$ cat config.mk
export PLATFORM = sky130hd
export DESIGN_NAME = alpha_aware_convolution_rgba_core
export DESIGN_NICKNAME = d
export VERILOG_FILES = /design/src/rtl/aacr_pkg.sv /design/src/rtl/alpha_aware_convolution_rgba_core.sv /design/src/rtl/aacr_front.sv /design/src/rtl/aacr_queue.sv /design/src/rtl/aacr_back.sv
export SDC_FILE = /design/constraint.sdc
export NUM_CORES = 2
export LEC_CHECK = 0
export BUFFER_PORTS_ARGS = -buffer_cell sky130_fd_sc_hd__buf_2
export CAP_MARGIN = 40
export CORE_MARGIN = 2
export CORE_UTILIZATION = 30
export DETAILED_ROUTE_END_ITERATION = 10
export GPL_TIMING_DRIVEN = 0
export PLACE_DENSITY = 0.52
export SLEW_MARGIN = 20
export SYNTH_ARGS = -nofsm -noshare
export SYNTH_HDL_FRONTEND = slang
export SYNTH_SLANG_ARGS = --single-unit
$ cat constraint.sdc
create_clock -name i_clk -period 20.4 [get_ports i_clk]
set_clock_uncertainty 0.05 [all_clocks]
set_input_delay 5.1 -clock i_clk [delete_from_list [all_inputs] [get_ports i_clk]]
set_output_delay 5.1 -clock i_clk [all_outputs]
set_load 0.02 [all_outputs]
$ cat src/rtl/aacr_pkg.sv
// Shared constants, types and register codes of the alpha-aware RGBA convolution core.
package aacr_pkg;

    // Longest window; the element that reaches this count closes the window.
    localparam int MAX_TAPS = 1024;
    localparam int TAP_W    = $clog2(MAX_TAPS + 1);

    // Field widths.
    localparam int PIX_W    = 8;
    localparam int WGT_W    = 13;
    localparam int DIV_W    = 21;
    localparam int BIAS_W   = 11;
    localparam int MASK_W   = 4;
    localparam int NUM_CH   = 4;

    // Datapath widths. Sums stay below 2^31 in magnitude for any window.
    localparam int PROD_W   = PIX_W + 1 + WGT_W;
    localparam int SUM_W    = 32;
    localparam int RDIV_W   = 24;
    localparam int MAG_W    = SUM_W - 1;
    localparam int REM_W    = RDIV_W + 1;
    localparam int CNT_W    = $clog2(MAG_W + 1);

    // Job queue between the accumulator and the divider.
    localparam int Q_DEPTH  = 2;
    localparam int QPTR_W   = (Q_DEPTH > 1) ? $clog2(Q_DEPTH) : 1;
    localparam int QCNT_W   = $clog2(Q_DEPTH + 1);

    // Channel positions, also the bit positions of the channel mask.
    localparam int CH_RED   = 0;
    localparam int CH_GREEN = 1;
    localparam int CH_BLUE  = 2;
    localparam int CH_ALPHA = 3;

    // Configuration register indexes and reset values.
    localparam int CFG_IDX_W = 2;
    localparam logic [CFG_IDX_W-1:0] CFG_DIVISOR = 2'd0;
    localparam logic [CFG_IDX_W-1:0] CFG_BIAS    = 2'd1;
    localparam logic [CFG_IDX_W-1:0] CFG_MASK    = 2'd2;
    localparam logic signed [DIV_W-1:0]  DIVISOR_RST = 21'sd256;
    localparam logic signed [BIAS_W-1:0] BIAS_RST    = 11'sd0;
    localparam logic [MASK_W-1:0]        MASK_RST    = 4'hF;

    localparam logic [PIX_W-1:0] PIX_MAX = 8'd255;

    typedef logic [NUM_CH-1:0][PIX_W-1:0] t_pix;

    // One finished window handed from the front to the back.
    typedef struct packed {
        logic [NUM_CH-1:0][SUM_W-1:0] sums;
        logic [RDIV_W-1:0]            rdiv;
        t_pix                         center;
    } t_job;

    typedef struct packed {
        logic full;
        logic empty;
    } t_qstat;

endpackage

$ cat src/rtl/alpha_aware_convolution_rgba_core.sv
// Top level of the alpha-aware RGBA convolution core: configuration registers and wiring.
// Input words are taken one per cycle while the two-entry job queue has room.
// The back end takes one window at a time through its 31-step shared-counter divider,
// skipping the division and copying the center pixel when the running divisor is zero,
// while the queue lets the front keep taking words.
// Reset is synchronous and active low; it empties the queue, drops any open window and
// any pending result, and restores divisor 256, bias 0 and all four channels selected.
module alpha_aware_convolution_rgba_core (
    input  logic                                  i_clk,
    input  logic                                  i_rst_n,
    // Window word channel.
    input  logic                                  i_valid,
    output logic                                  o_ready,
    input  logic [aacr_pkg::PIX_W-1:0]             i_red,
    input  logic [aacr_pkg::PIX_W-1:0]             i_green,
    input  logic [aacr_pkg::PIX_W-1:0]             i_blue,
    input  logic [aacr_pkg::PIX_W-1:0]             i_alpha,
    input  logic signed [aacr_pkg::WGT_W-1:0]      i_weight,
    input  logic                                  i_is_center,
    input  logic                                  i_last,
    // Result word channel.
    output logic                                  o_valid,
    input  logic                                  i_ready,
    output logic [aacr_pkg::PIX_W-1:0]             o_out_red,
    output logic [aacr_pkg::PIX_W-1:0]             o_out_green,
    output logic [aacr_pkg::PIX_W-1:0]             o_out_blue,
    output logic [aacr_pkg::PIX_W-1:0]             o_out_alpha,
    output logic                                  o_copied,
    // Configuration write port.
    input  logic                                  i_cfg_we,
    input  logic [aacr_pkg::CFG_IDX_W-1:0]         i_cfg_idx,
    input  logic [aacr_pkg::DIV_W-1:0]             i_cfg_data
);

    // The divisor is sampled by the front when a window opens and by the back for
    // alpha. Bias and the channel mask are only used by the back when a result is
    // formed. The registers are expected to change only while the core is idle.
    logic signed [aacr_pkg::DIV_W-1:0]  r_divisor;
    logic signed [aacr_pkg::BIAS_W-1:0] r_bias;
    logic [aacr_pkg::MASK_W-1:0]        r_mask;

    aacr_pkg::t_qstat qstat;
    aacr_pkg::t_job   push_job;
    aacr_pkg::t_job   head_job;
    aacr_pkg::t_pix   out_pix;
    logic             push;
    logic             pop;

    always_ff @(posedge i_clk) begin
        if (!i_rst_n) begin
            r_divisor <= aacr_pkg::DIVISOR_RST;
            r_bias    <= aacr_pkg::BIAS_RST;
            r_mask    <= aacr_pkg::MASK_RST;
        end else if (i_cfg_we) begin
            case (i_cfg_idx)
                aacr_pkg::CFG_DIVISOR: r_divisor <= $signed(i_cfg_data);
                aacr_pkg::CFG_BIAS:    r_bias    <= $signed(i_cfg_data[aacr_pkg::BIAS_W-1:0]);
                aacr_pkg::CFG_MASK:    r_mask    <= i_cfg_data[aacr_pkg::MASK_W-1:0];
                default: begin
                    // Writes to unused indexes are ignored.
                end
            endcase
        end
    end

    // Front: sums one word per cycle while the queue has room; each closed window is a job.
    aacr_front u_front (
        .i_clk       (i_clk),
        .i_rst_n     (i_rst_n),
        .i_valid     (i_valid),
        .o_ready     (o_ready),
        .i_red       (i_red),
        .i_green     (i_green),
        .i_blue      (i_blue),
        .i_alpha     (i_alpha),
        .i_weight    (i_weight),
        .i_is_center (i_is_center),
        .i_last      (i_last),
        .i_divisor   (r_divisor),
        .i_qstat     (qstat),
        .o_push      (push),
        .o_job       (push_job)
    );

    // Queue: lets the front keep taking words while the divider is busy.
    aacr_queue u_queue (
        .i_clk   (i_clk),
        .i_rst_n (i_rst_n),
        .i_push  (push),
        .i_job   (push_job),
        .i_pop   (pop),
        .o_job   (head_job),
        .o_qstat (qstat)
    );

    // Back: divides, adds bias, clamps and holds the result word until taken.
    aacr_back u_back (
        .i_clk     (i_clk),
        .i_rst_n   (i_rst_n),
        .i_qstat   (qstat),
        .i_job     (head_job),
        .o_pop     (pop),
        .i_divisor (r_divisor),
        .i_bias    (r_bias),
        .i_mask    (r_mask),
        .o_valid   (o_valid),
        .i_ready   (i_ready),
        .o_pix     (out_pix),
        .o_copied  (o_copied)
    );

    assign o_out_red   = out_pix[aacr_pkg::CH_RED];
    assign o_out_green = out_pix[aacr_pkg::CH_GREEN];
    assign o_out_blue  = out_pix[aacr_pkg::CH_BLUE];
    assign o_out_alpha = out_pix[aacr_pkg::CH_ALPHA];

endmodule

$ cat src/rtl/aacr_front.sv
// Accumulator front: takes window words, keeps the sums, running divisor and center pixel.
module aacr_front (
    input  logic                             i_clk,
    input  logic                             i_rst_n,
    input  logic                             i_valid,
    output logic                             o_ready,
    input  logic [aacr_pkg::PIX_W-1:0]        i_red,
    input  logic [aacr_pkg::PIX_W-1:0]        i_green,
    input  logic [aacr_pkg::PIX_W-1:0]        i_blue,
    input  logic [aacr_pkg::PIX_W-1:0]        i_alpha,
    input  logic signed [aacr_pkg::WGT_W-1:0] i_weight,
    input  logic                             i_is_center,
    input  logic                             i_last,
    input  logic signed [aacr_pkg::DIV_W-1:0] i_divisor,
    input  aacr_pkg::t_qstat                 i_qstat,
    output logic                             o_push,
    output aacr_pkg::t_job                   o_job
);

    logic                                   r_open;
    logic [aacr_pkg::TAP_W-1:0]             r_taps;
    logic [aacr_pkg::NUM_CH-1:0][aacr_pkg::SUM_W-1:0] r_sum;
    logic signed [aacr_pkg::RDIV_W-1:0]     r_rdiv;
    aacr_pkg::t_pix                         r_center;

    logic [aacr_pkg::NUM_CH-1:0][aacr_pkg::SUM_W-1:0] n_sum;
    logic signed [aacr_pkg::RDIV_W-1:0]     n_rdiv;
    aacr_pkg::t_pix                         n_center;
    logic [aacr_pkg::TAP_W-1:0]             base_taps;
    aacr_pkg::t_pix                         pix;
    logic signed [aacr_pkg::PROD_W-1:0]     prod;
    logic                                   accept;
    logic                                   close;

    assign o_ready = !i_qstat.full;
    assign accept  = i_valid && !i_qstat.full;
    assign pix     = {i_alpha, i_blue, i_green, i_red};

    always_comb begin
        prod      = '0;
        base_taps = r_open ? r_taps : '0;
        // A closed window restarts from zero sums and the configured divisor.
        n_rdiv    = r_open ? r_rdiv : aacr_pkg::RDIV_W'(i_divisor);
        n_center  = r_open ? r_center : '0;
        for (int ch = 0; ch < aacr_pkg::NUM_CH; ch++) begin
            n_sum[ch] = r_open ? r_sum[ch] : '0;
        end
        if (i_alpha == '0) begin
            n_rdiv = n_rdiv - aacr_pkg::RDIV_W'(i_weight);
        end else begin
            for (int ch = 0; ch < aacr_pkg::NUM_CH; ch++) begin
                prod      = $signed({1'b0, pix[ch]}) * i_weight;
                n_sum[ch] = n_sum[ch] + aacr_pkg::SUM_W'(prod);
            end
        end
        if (i_is_center) begin
            n_center = pix;
        end
        close = i_last || (base_taps == aacr_pkg::TAP_W'(aacr_pkg::MAX_TAPS - 1));
    end

    assign o_push = accept && close;
    assign o_job  = '{sums: n_sum, rdiv: n_rdiv, center: n_center};

    always_ff @(posedge i_clk) begin
        if (!i_rst_n) begin
            r_open <= 1'b0;
            r_taps <= '0;
        end else if (accept) begin
            r_open <= !close;
            r_taps <= base_taps + 1'b1;
        end
    end

    always_ff @(posedge i_clk) begin
        if (accept) begin
            r_sum    <= n_sum;
            r_rdiv   <= n_rdiv;
            r_center <= n_center;
        end
    end

endmodule

$ cat src/rtl/aacr_queue.sv
// Short job queue that decouples the accumulator from the divider.
module aacr_queue (
    input  logic             i_clk,
    input  logic             i_rst_n,
    input  logic             i_push,
    input  aacr_pkg::t_job   i_job,
    input  logic             i_pop,
    output aacr_pkg::t_job   o_job,
    output aacr_pkg::t_qstat o_qstat
);

    aacr_pkg::t_job              r_mem [aacr_pkg::Q_DEPTH];
    logic [aacr_pkg::QPTR_W-1:0] r_wr;
    logic [aacr_pkg::QPTR_W-1:0] r_rd;
    logic [aacr_pkg::QCNT_W-1:0] r_cnt;

    function automatic logic [aacr_pkg::QPTR_W-1:0] next_ptr(
        input logic [aacr_pkg::QPTR_W-1:0] ptr
    );
        if (ptr == aacr_pkg::QPTR_W'(aacr_pkg::Q_DEPTH - 1)) begin
            return '0;
        end
        return ptr + 1'b1;
    endfunction

    assign o_job         = r_mem[r_rd];
    assign o_qstat.full  = (r_cnt == aacr_pkg::QCNT_W'(aacr_pkg::Q_DEPTH));
    assign o_qstat.empty = (r_cnt == '0);

    always_ff @(posedge i_clk) begin
        if (!i_rst_n) begin
            r_wr  <= '0;
            r_rd  <= '0;
            r_cnt <= '0;
        end else begin
            if (i_push) begin
                r_wr <= next_ptr(r_wr);
            end
            if (i_pop) begin
                r_rd <= next_ptr(r_rd);
            end
            if (i_push && !i_pop) begin
                r_cnt <= r_cnt + 1'b1;
            end else if (i_pop && !i_push) begin
                r_cnt <= r_cnt - 1'b1;
            end
        end
    end

    always_ff @(posedge i_clk) begin
        if (i_push) begin
            r_mem[r_wr] <= i_job;
        end
    end

endmodule

$ cat src/rtl/aacr_back.sv
// Divider back end: four restoring dividers, bias, clamp, channel select and output register.
module aacr_back (
    input  logic                              i_clk,
    input  logic                              i_rst_n,
    input  aacr_pkg::t_qstat                  i_qstat,
    input  aacr_pkg::t_job                    i_job,
    output logic                              o_pop,
    input  logic signed [aacr_pkg::DIV_W-1:0]  i_divisor,
    input  logic signed [aacr_pkg::BIAS_W-1:0] i_bias,
    input  logic [aacr_pkg::MASK_W-1:0]        i_mask,
    output logic                              o_valid,
    input  logic                              i_ready,
    output aacr_pkg::t_pix                    o_pix,
    output logic                              o_copied
);

    localparam logic [1:0] ST_IDLE = 2'd0;
    localparam logic [1:0] ST_DIV  = 2'd1;
    localparam logic [1:0] ST_FIN  = 2'd2;
    localparam int RES_W = aacr_pkg::MAG_W + 2;

    logic [1:0]                      r_state;
    logic [aacr_pkg::CNT_W-1:0]      r_cnt;
    logic [aacr_pkg::MAG_W-1:0]      r_num [aacr_pkg::NUM_CH];
    logic [aacr_pkg::REM_W-1:0]      r_rem [aacr_pkg::NUM_CH];
    logic [aacr_pkg::MAG_W-1:0]      r_q   [aacr_pkg::NUM_CH];
    logic [aacr_pkg::RDIV_W-1:0]     r_den [aacr_pkg::NUM_CH];
    logic [aacr_pkg::NUM_CH-1:0]     r_neg;
    logic                            r_copy;
    aacr_pkg::t_pix                  r_center;
    logic                            r_out_valid;
    aacr_pkg::t_pix                  r_out_pix;
    logic                            r_out_copied;

    logic [aacr_pkg::REM_W-1:0]      rem_sh [aacr_pkg::NUM_CH];
    logic [aacr_pkg::NUM_CH-1:0]     ge;
    logic [aacr_pkg::MAG_W-1:0]      ld_num [aacr_pkg::NUM_CH];
    logic [aacr_pkg::RDIV_W-1:0]     ld_den [aacr_pkg::NUM_CH];
    logic [aacr_pkg::NUM_CH-1:0]     ld_neg;
    logic signed [aacr_pkg::RDIV_W-1:0] dsel;
    logic signed [aacr_pkg::SUM_W-1:0]  sum_s;
    logic signed [aacr_pkg::MAG_W:0]    quo;
    logic signed [RES_W-1:0]            res;
    aacr_pkg::t_pix                  n_pix;
    logic [aacr_pkg::NUM_CH-1:0]     sel;
    logic                            out_free;

    assign out_free = !r_out_valid || i_ready;
    assign o_pop    = (r_state == ST_IDLE) && !i_qstat.empty;
    assign o_valid  = r_out_valid;
    assign o_pix    = r_out_pix;
    assign o_copied = r_out_copied;

    // Operand magnitudes and quotient signs for a job taken from the queue.
    always_comb begin
        for (int ch = 0; ch < aacr_pkg::NUM_CH; ch++) begin
            sum_s      = $signed(i_job.sums[ch]);
            dsel       = (ch == aacr_pkg::CH_ALPHA) ? aacr_pkg::RDIV_W'(i_divisor)
                                                    : $signed(i_job.rdiv);
            ld_num[ch] = sum_s[aacr_pkg::SUM_W-1] ? aacr_pkg::MAG_W'(-sum_s)
                                                  : aacr_pkg::MAG_W'(sum_s);
            ld_den[ch] = dsel[aacr_pkg::RDIV_W-1] ? -dsel : dsel;
            ld_neg[ch] = sum_s[aacr_pkg::SUM_W-1] ^ dsel[aacr_pkg::RDIV_W-1];
        end
    end

    // One quotient bit per lane per cycle.
    always_comb begin
        for (int ch = 0; ch < aacr_pkg::NUM_CH; ch++) begin
            rem_sh[ch] = {r_rem[ch][aacr_pkg::REM_W-2:0], r_num[ch][aacr_pkg::MAG_W-1]};
            ge[ch]     = rem_sh[ch] >= aacr_pkg::REM_W'(r_den[ch]);
        end
    end

    // Sign, bias, clamp and channel selection of the finished quotients.
    always_comb begin
        quo = '0;
        res = '0;
        sel = i_mask;
        sel[aacr_pkg::CH_ALPHA] = i_mask[aacr_pkg::CH_ALPHA] && (i_divisor != '0);
        for (int ch = 0; ch < aacr_pkg::NUM_CH; ch++) begin
            quo = $signed({1'b0, r_q[ch]});
            if (r_neg[ch]) begin
                quo = -quo;
            end
            res = RES_W'(quo) + RES_W'(i_bias);
            if (r_copy || !sel[ch]) begin
                n_pix[ch] = r_center[ch];
            end else if (res < 0) begin
                n_pix[ch] = '0;
            end else if (res > RES_W'(aacr_pkg::PIX_MAX)) begin
                n_pix[ch] = aacr_pkg::PIX_MAX;
            end else begin
                n_pix[ch] = res[aacr_pkg::PIX_W-1:0];
            end
        end
    end

    always_ff @(posedge i_clk) begin
        if (!i_rst_n) begin
            r_state     <= ST_IDLE;
            r_cnt       <= '0;
            r_out_valid <= 1'b0;
        end else begin
            case (r_state)
                ST_IDLE: begin
                    if (!i_qstat.empty) begin
                        r_cnt   <= aacr_pkg::CNT_W'(aacr_pkg::MAG_W);
                        r_state <= (i_job.rdiv == '0) ? ST_FIN : ST_DIV;
                    end
                end
                ST_DIV: begin
                    r_cnt <= r_cnt - 1'b1;
                    if (r_cnt == aacr_pkg::CNT_W'(1)) begin
                        r_state <= ST_FIN;
                    end
                end
                ST_FIN: begin
                    if (out_free) begin
                        r_state <= ST_IDLE;
                    end
                end
                default: begin
                    r_state <= ST_IDLE;
                end
            endcase
            if (r_state == ST_FIN && out_free) begin
                r_out_valid <= 1'b1;
            end else if (i_ready) begin
                r_out_valid <= 1'b0;
            end
        end
    end

    always_ff @(posedge i_clk) begin
        if (o_pop) begin
            r_copy   <= (i_job.rdiv == '0);
            r_center <= i_job.center;
            r_neg    <= ld_neg;
            for (int ch = 0; ch < aacr_pkg::NUM_CH; ch++) begin
                r_num[ch] <= ld_num[ch];
                r_den[ch] <= ld_den[ch];
                r_rem[ch] <= '0;
                r_q[ch]   <= '0;
            end
        end else if (r_state == ST_DIV) begin
            for (int ch = 0; ch < aacr_pkg::NUM_CH; ch++) begin
                r_num[ch] <= {r_num[ch][aacr_pkg::MAG_W-2:0], 1'b0};
                r_rem[ch] <= ge[ch] ? rem_sh[ch] - aacr_pkg::REM_W'(r_den[ch]) : rem_sh[ch];
                r_q[ch]   <= {r_q[ch][aacr_pkg::MAG_W-2:0], ge[ch]};
            end
        end
        if (r_state == ST_FIN && out_free) begin
            r_out_pix    <= n_pix;
            r_out_copied <= r_copy;
        end
    end

endmodule

==> out/metrics.yaml <==
status: "complete, no violations"
grt_pass1_vias: 62552
dr.pass1.iters: 8
fmax_mhz: 73.64
core_area_um2: 273100
stdcell_count: 12348
vias: 63055
grt_use_total_pct: 18.06
ios: 110
initial_utilization_pct: 30.11
post_drt_wl_per_cell_um: 20.68
antenna_left: 0
io_buffer_count: 108
finalWeightedCongestion: 0.8892
syn-cell-area_um2: 82260
met1_usage_pct: 24.69
cp.required_ns: 20.90
layout_min_cycle_time_ns: 13.58
rsz0062_at_grt: "false"
crit_path_top_delay_cell: "clkbuf_1"
end_kind: "flip-flop"
synth_edf_count: 1011
cts_made_buffers: 120
nets: 9625
top_usage_layer: "met2"
drv_slew: 0
die_w_um: 527.6
root_buffer: "clkbuf_16"
finalSetupViolCount: 0
crit_arrival_ns: 14.08
yosysSeqAreaShare_pct: 38.47
timing.final.crit_share_pct: 66.57
cpMostUsedCell: "o21ai_0"
die-area_um2: 278400
cp-start-kind: "primary input"
yosysTopAreaCellShare_pct: 36.91
hold_violations: 0
clockBufferDepth: 3
synth_cells: 8330
tritoncts: "yes"
cap_violations: 0
avgSynthCellArea_um2: 9.875
fill_cells: 27800
relSlewSlack_pct: 39.15
grtUsageMet2_pct: 29.35
final_cell_mix: "1,011 x edfxtp_1, 879 x nand2_1, 774 x inv_1"
cts_hold_buf: 0
dpl.hpwl_um: 201300
die_h_um: 527.6
drcViolationCount: 0
dp_cells: 12103
hp-class: "reg -> reg"
holdWs_ns: 0.3921
rows: 192
grt_max_degree: 85
met3_usage_pct: 2.141
cts_resized: 0
clkTransAtPathRegs_ns: 0.07
slowest_delay_ns: 0.63
cp_max_fo: 10
ys.flop_type: "edfxtp_1"
cts_setup_buffers: 0
yosys.area.top_type: "edfxtp_1"
regArea_um2: 31640
drive_above_1_share_pct: 6.674
grt_pass1_wl_um: 385700
antenna_found_initial: 28
criticalPathCategory: "in -> reg"
synth-warning-count: 0
wl_um: 255300
clkSinkCount: 1075
worst_pin_slew_ns: 0.9062
h-tree-depth: 3
synth-seq-cells: 1075
clk_latency_ns: 0.81
final_common_cell: "edfxtp_1"
drt_iter0_drc: 5177
yosysUniqueCellTypes: 120
multi_input_area_um2: 46520
syn_to_final_growth_pct: 12.60
grt.overflow.total: 0
viasPerCell: 5.106
synth_area_leaders: "edfxtp_1 37%, fa_1 8.5%, ha_1 8.5%, xnor2_1 4.2%, nand2_1 4.0%"
synthArstFlopShare_pct: 0
## final cells by class
type	instances	area share, %
diodes	8	0.02161
plain buffers	300	1.317
clock buffers	142	3.385
clock inverters	86	1.015
inverters	780	3.177
multi-input cells	6177	50.23
flip-flops and latches	1075	34.17
well taps	3589	4.848
repair buffers	191	1.837
## final timing paths
kind,from,end,slack (ns),cells past startpoint
max,i_weight[5],u_queue.r_mem[1][118]$_DFFE_PP_,6.82,32
min reg2reg,u_back.r_num[3][2]$_DFFE_PP_,u_back.r_num[3][3]$_DFFE_PP_,0.39,2
min,u_back.r_num[3][2]$_DFFE_PP_,u_back.r_num[3][3]$_DFFE_PP_,0.39,2
max reg2reg,flip-flop,u_back.r_num[2][30]$_DFFE_PP_,12.11,22
## through the flow
step                      utilization (%)  setup WS (ns)  TNS (ns)  cell area (um^2)
after floorplan                         -          3.405         0             82260
after global placement              31.96         -4.409   -804.37             87300
after detailed placement            32.37          6.165         0             88430
after CTS                           33.87          6.974         0             92500
after global routing                33.90          6.434         0             92600
final                               33.91          6.820         0             92620
## layer usage
| metal | share of wire, % | wire length [um] | vias to the layer above |
|---|---|---|---|
| li1 | - | - | 29928 |
| met1 | 45 | 114800 | 31009 |
| met2 | 46 | 116400 | 1716 |
| met3 | 5.7 | 14600 | 392 |
| met4 | 3.7 | 9540 | 10 |
| met5 | 0.030 | 77 | - |
## cells by family after synthesis
group	synth area share [%]
simple gates	15.25
other cells	0.004559
buf+inv	5.027
xor+xnor	6.923
flops	38.47
fa+ha+maj	16.98
mux	3.187
compound gates	14.17
## state kept, by name (all words and copies together) (netlist names), 32 cells and up, named ones only
name,count
u_back.r_den,48
u_front.r_sum,128
u_back.r_center,32
u_back.r_q,124
u_back.o_pix,32
u_front.r_center,32
u_back.r_num,124
u_queue.r_mem,368
u_back.r_rem,96
## cell usage after synthesis (63+ instances only)
cell,n
nor3_1,130
a21oi_1,478
a31oi_1,63
nor2b_1,68
o31ai_1,66
fa_1,349
dfxtp_1,64
xor2_1,237
nand2b_1,109
nand3_1,107
ha_1,556
a21o_1,163
mux2_2,71
and2_1,472
edfxtp_1,1011
mux2i_1,182
o21ai_0,493
or3_1,63
nand2_1,879
xnor2_1,391
nor2_1,480
clkbuf_1,255
inv_1,775
## critical path, delay by kind of cell
kind / cells / cell delay, ns
xor+xnor: 2 / 0.60
simple gates: 4 / 0.92
compound gates: 14 / 3.33
fa+ha+maj: 7 / 3.16
buf+inv: 5 / 0.96
Power is left out: the tool's default activity adds up to more than one toggle a clock period on the data nets, which glitch-free logic cannot reach.
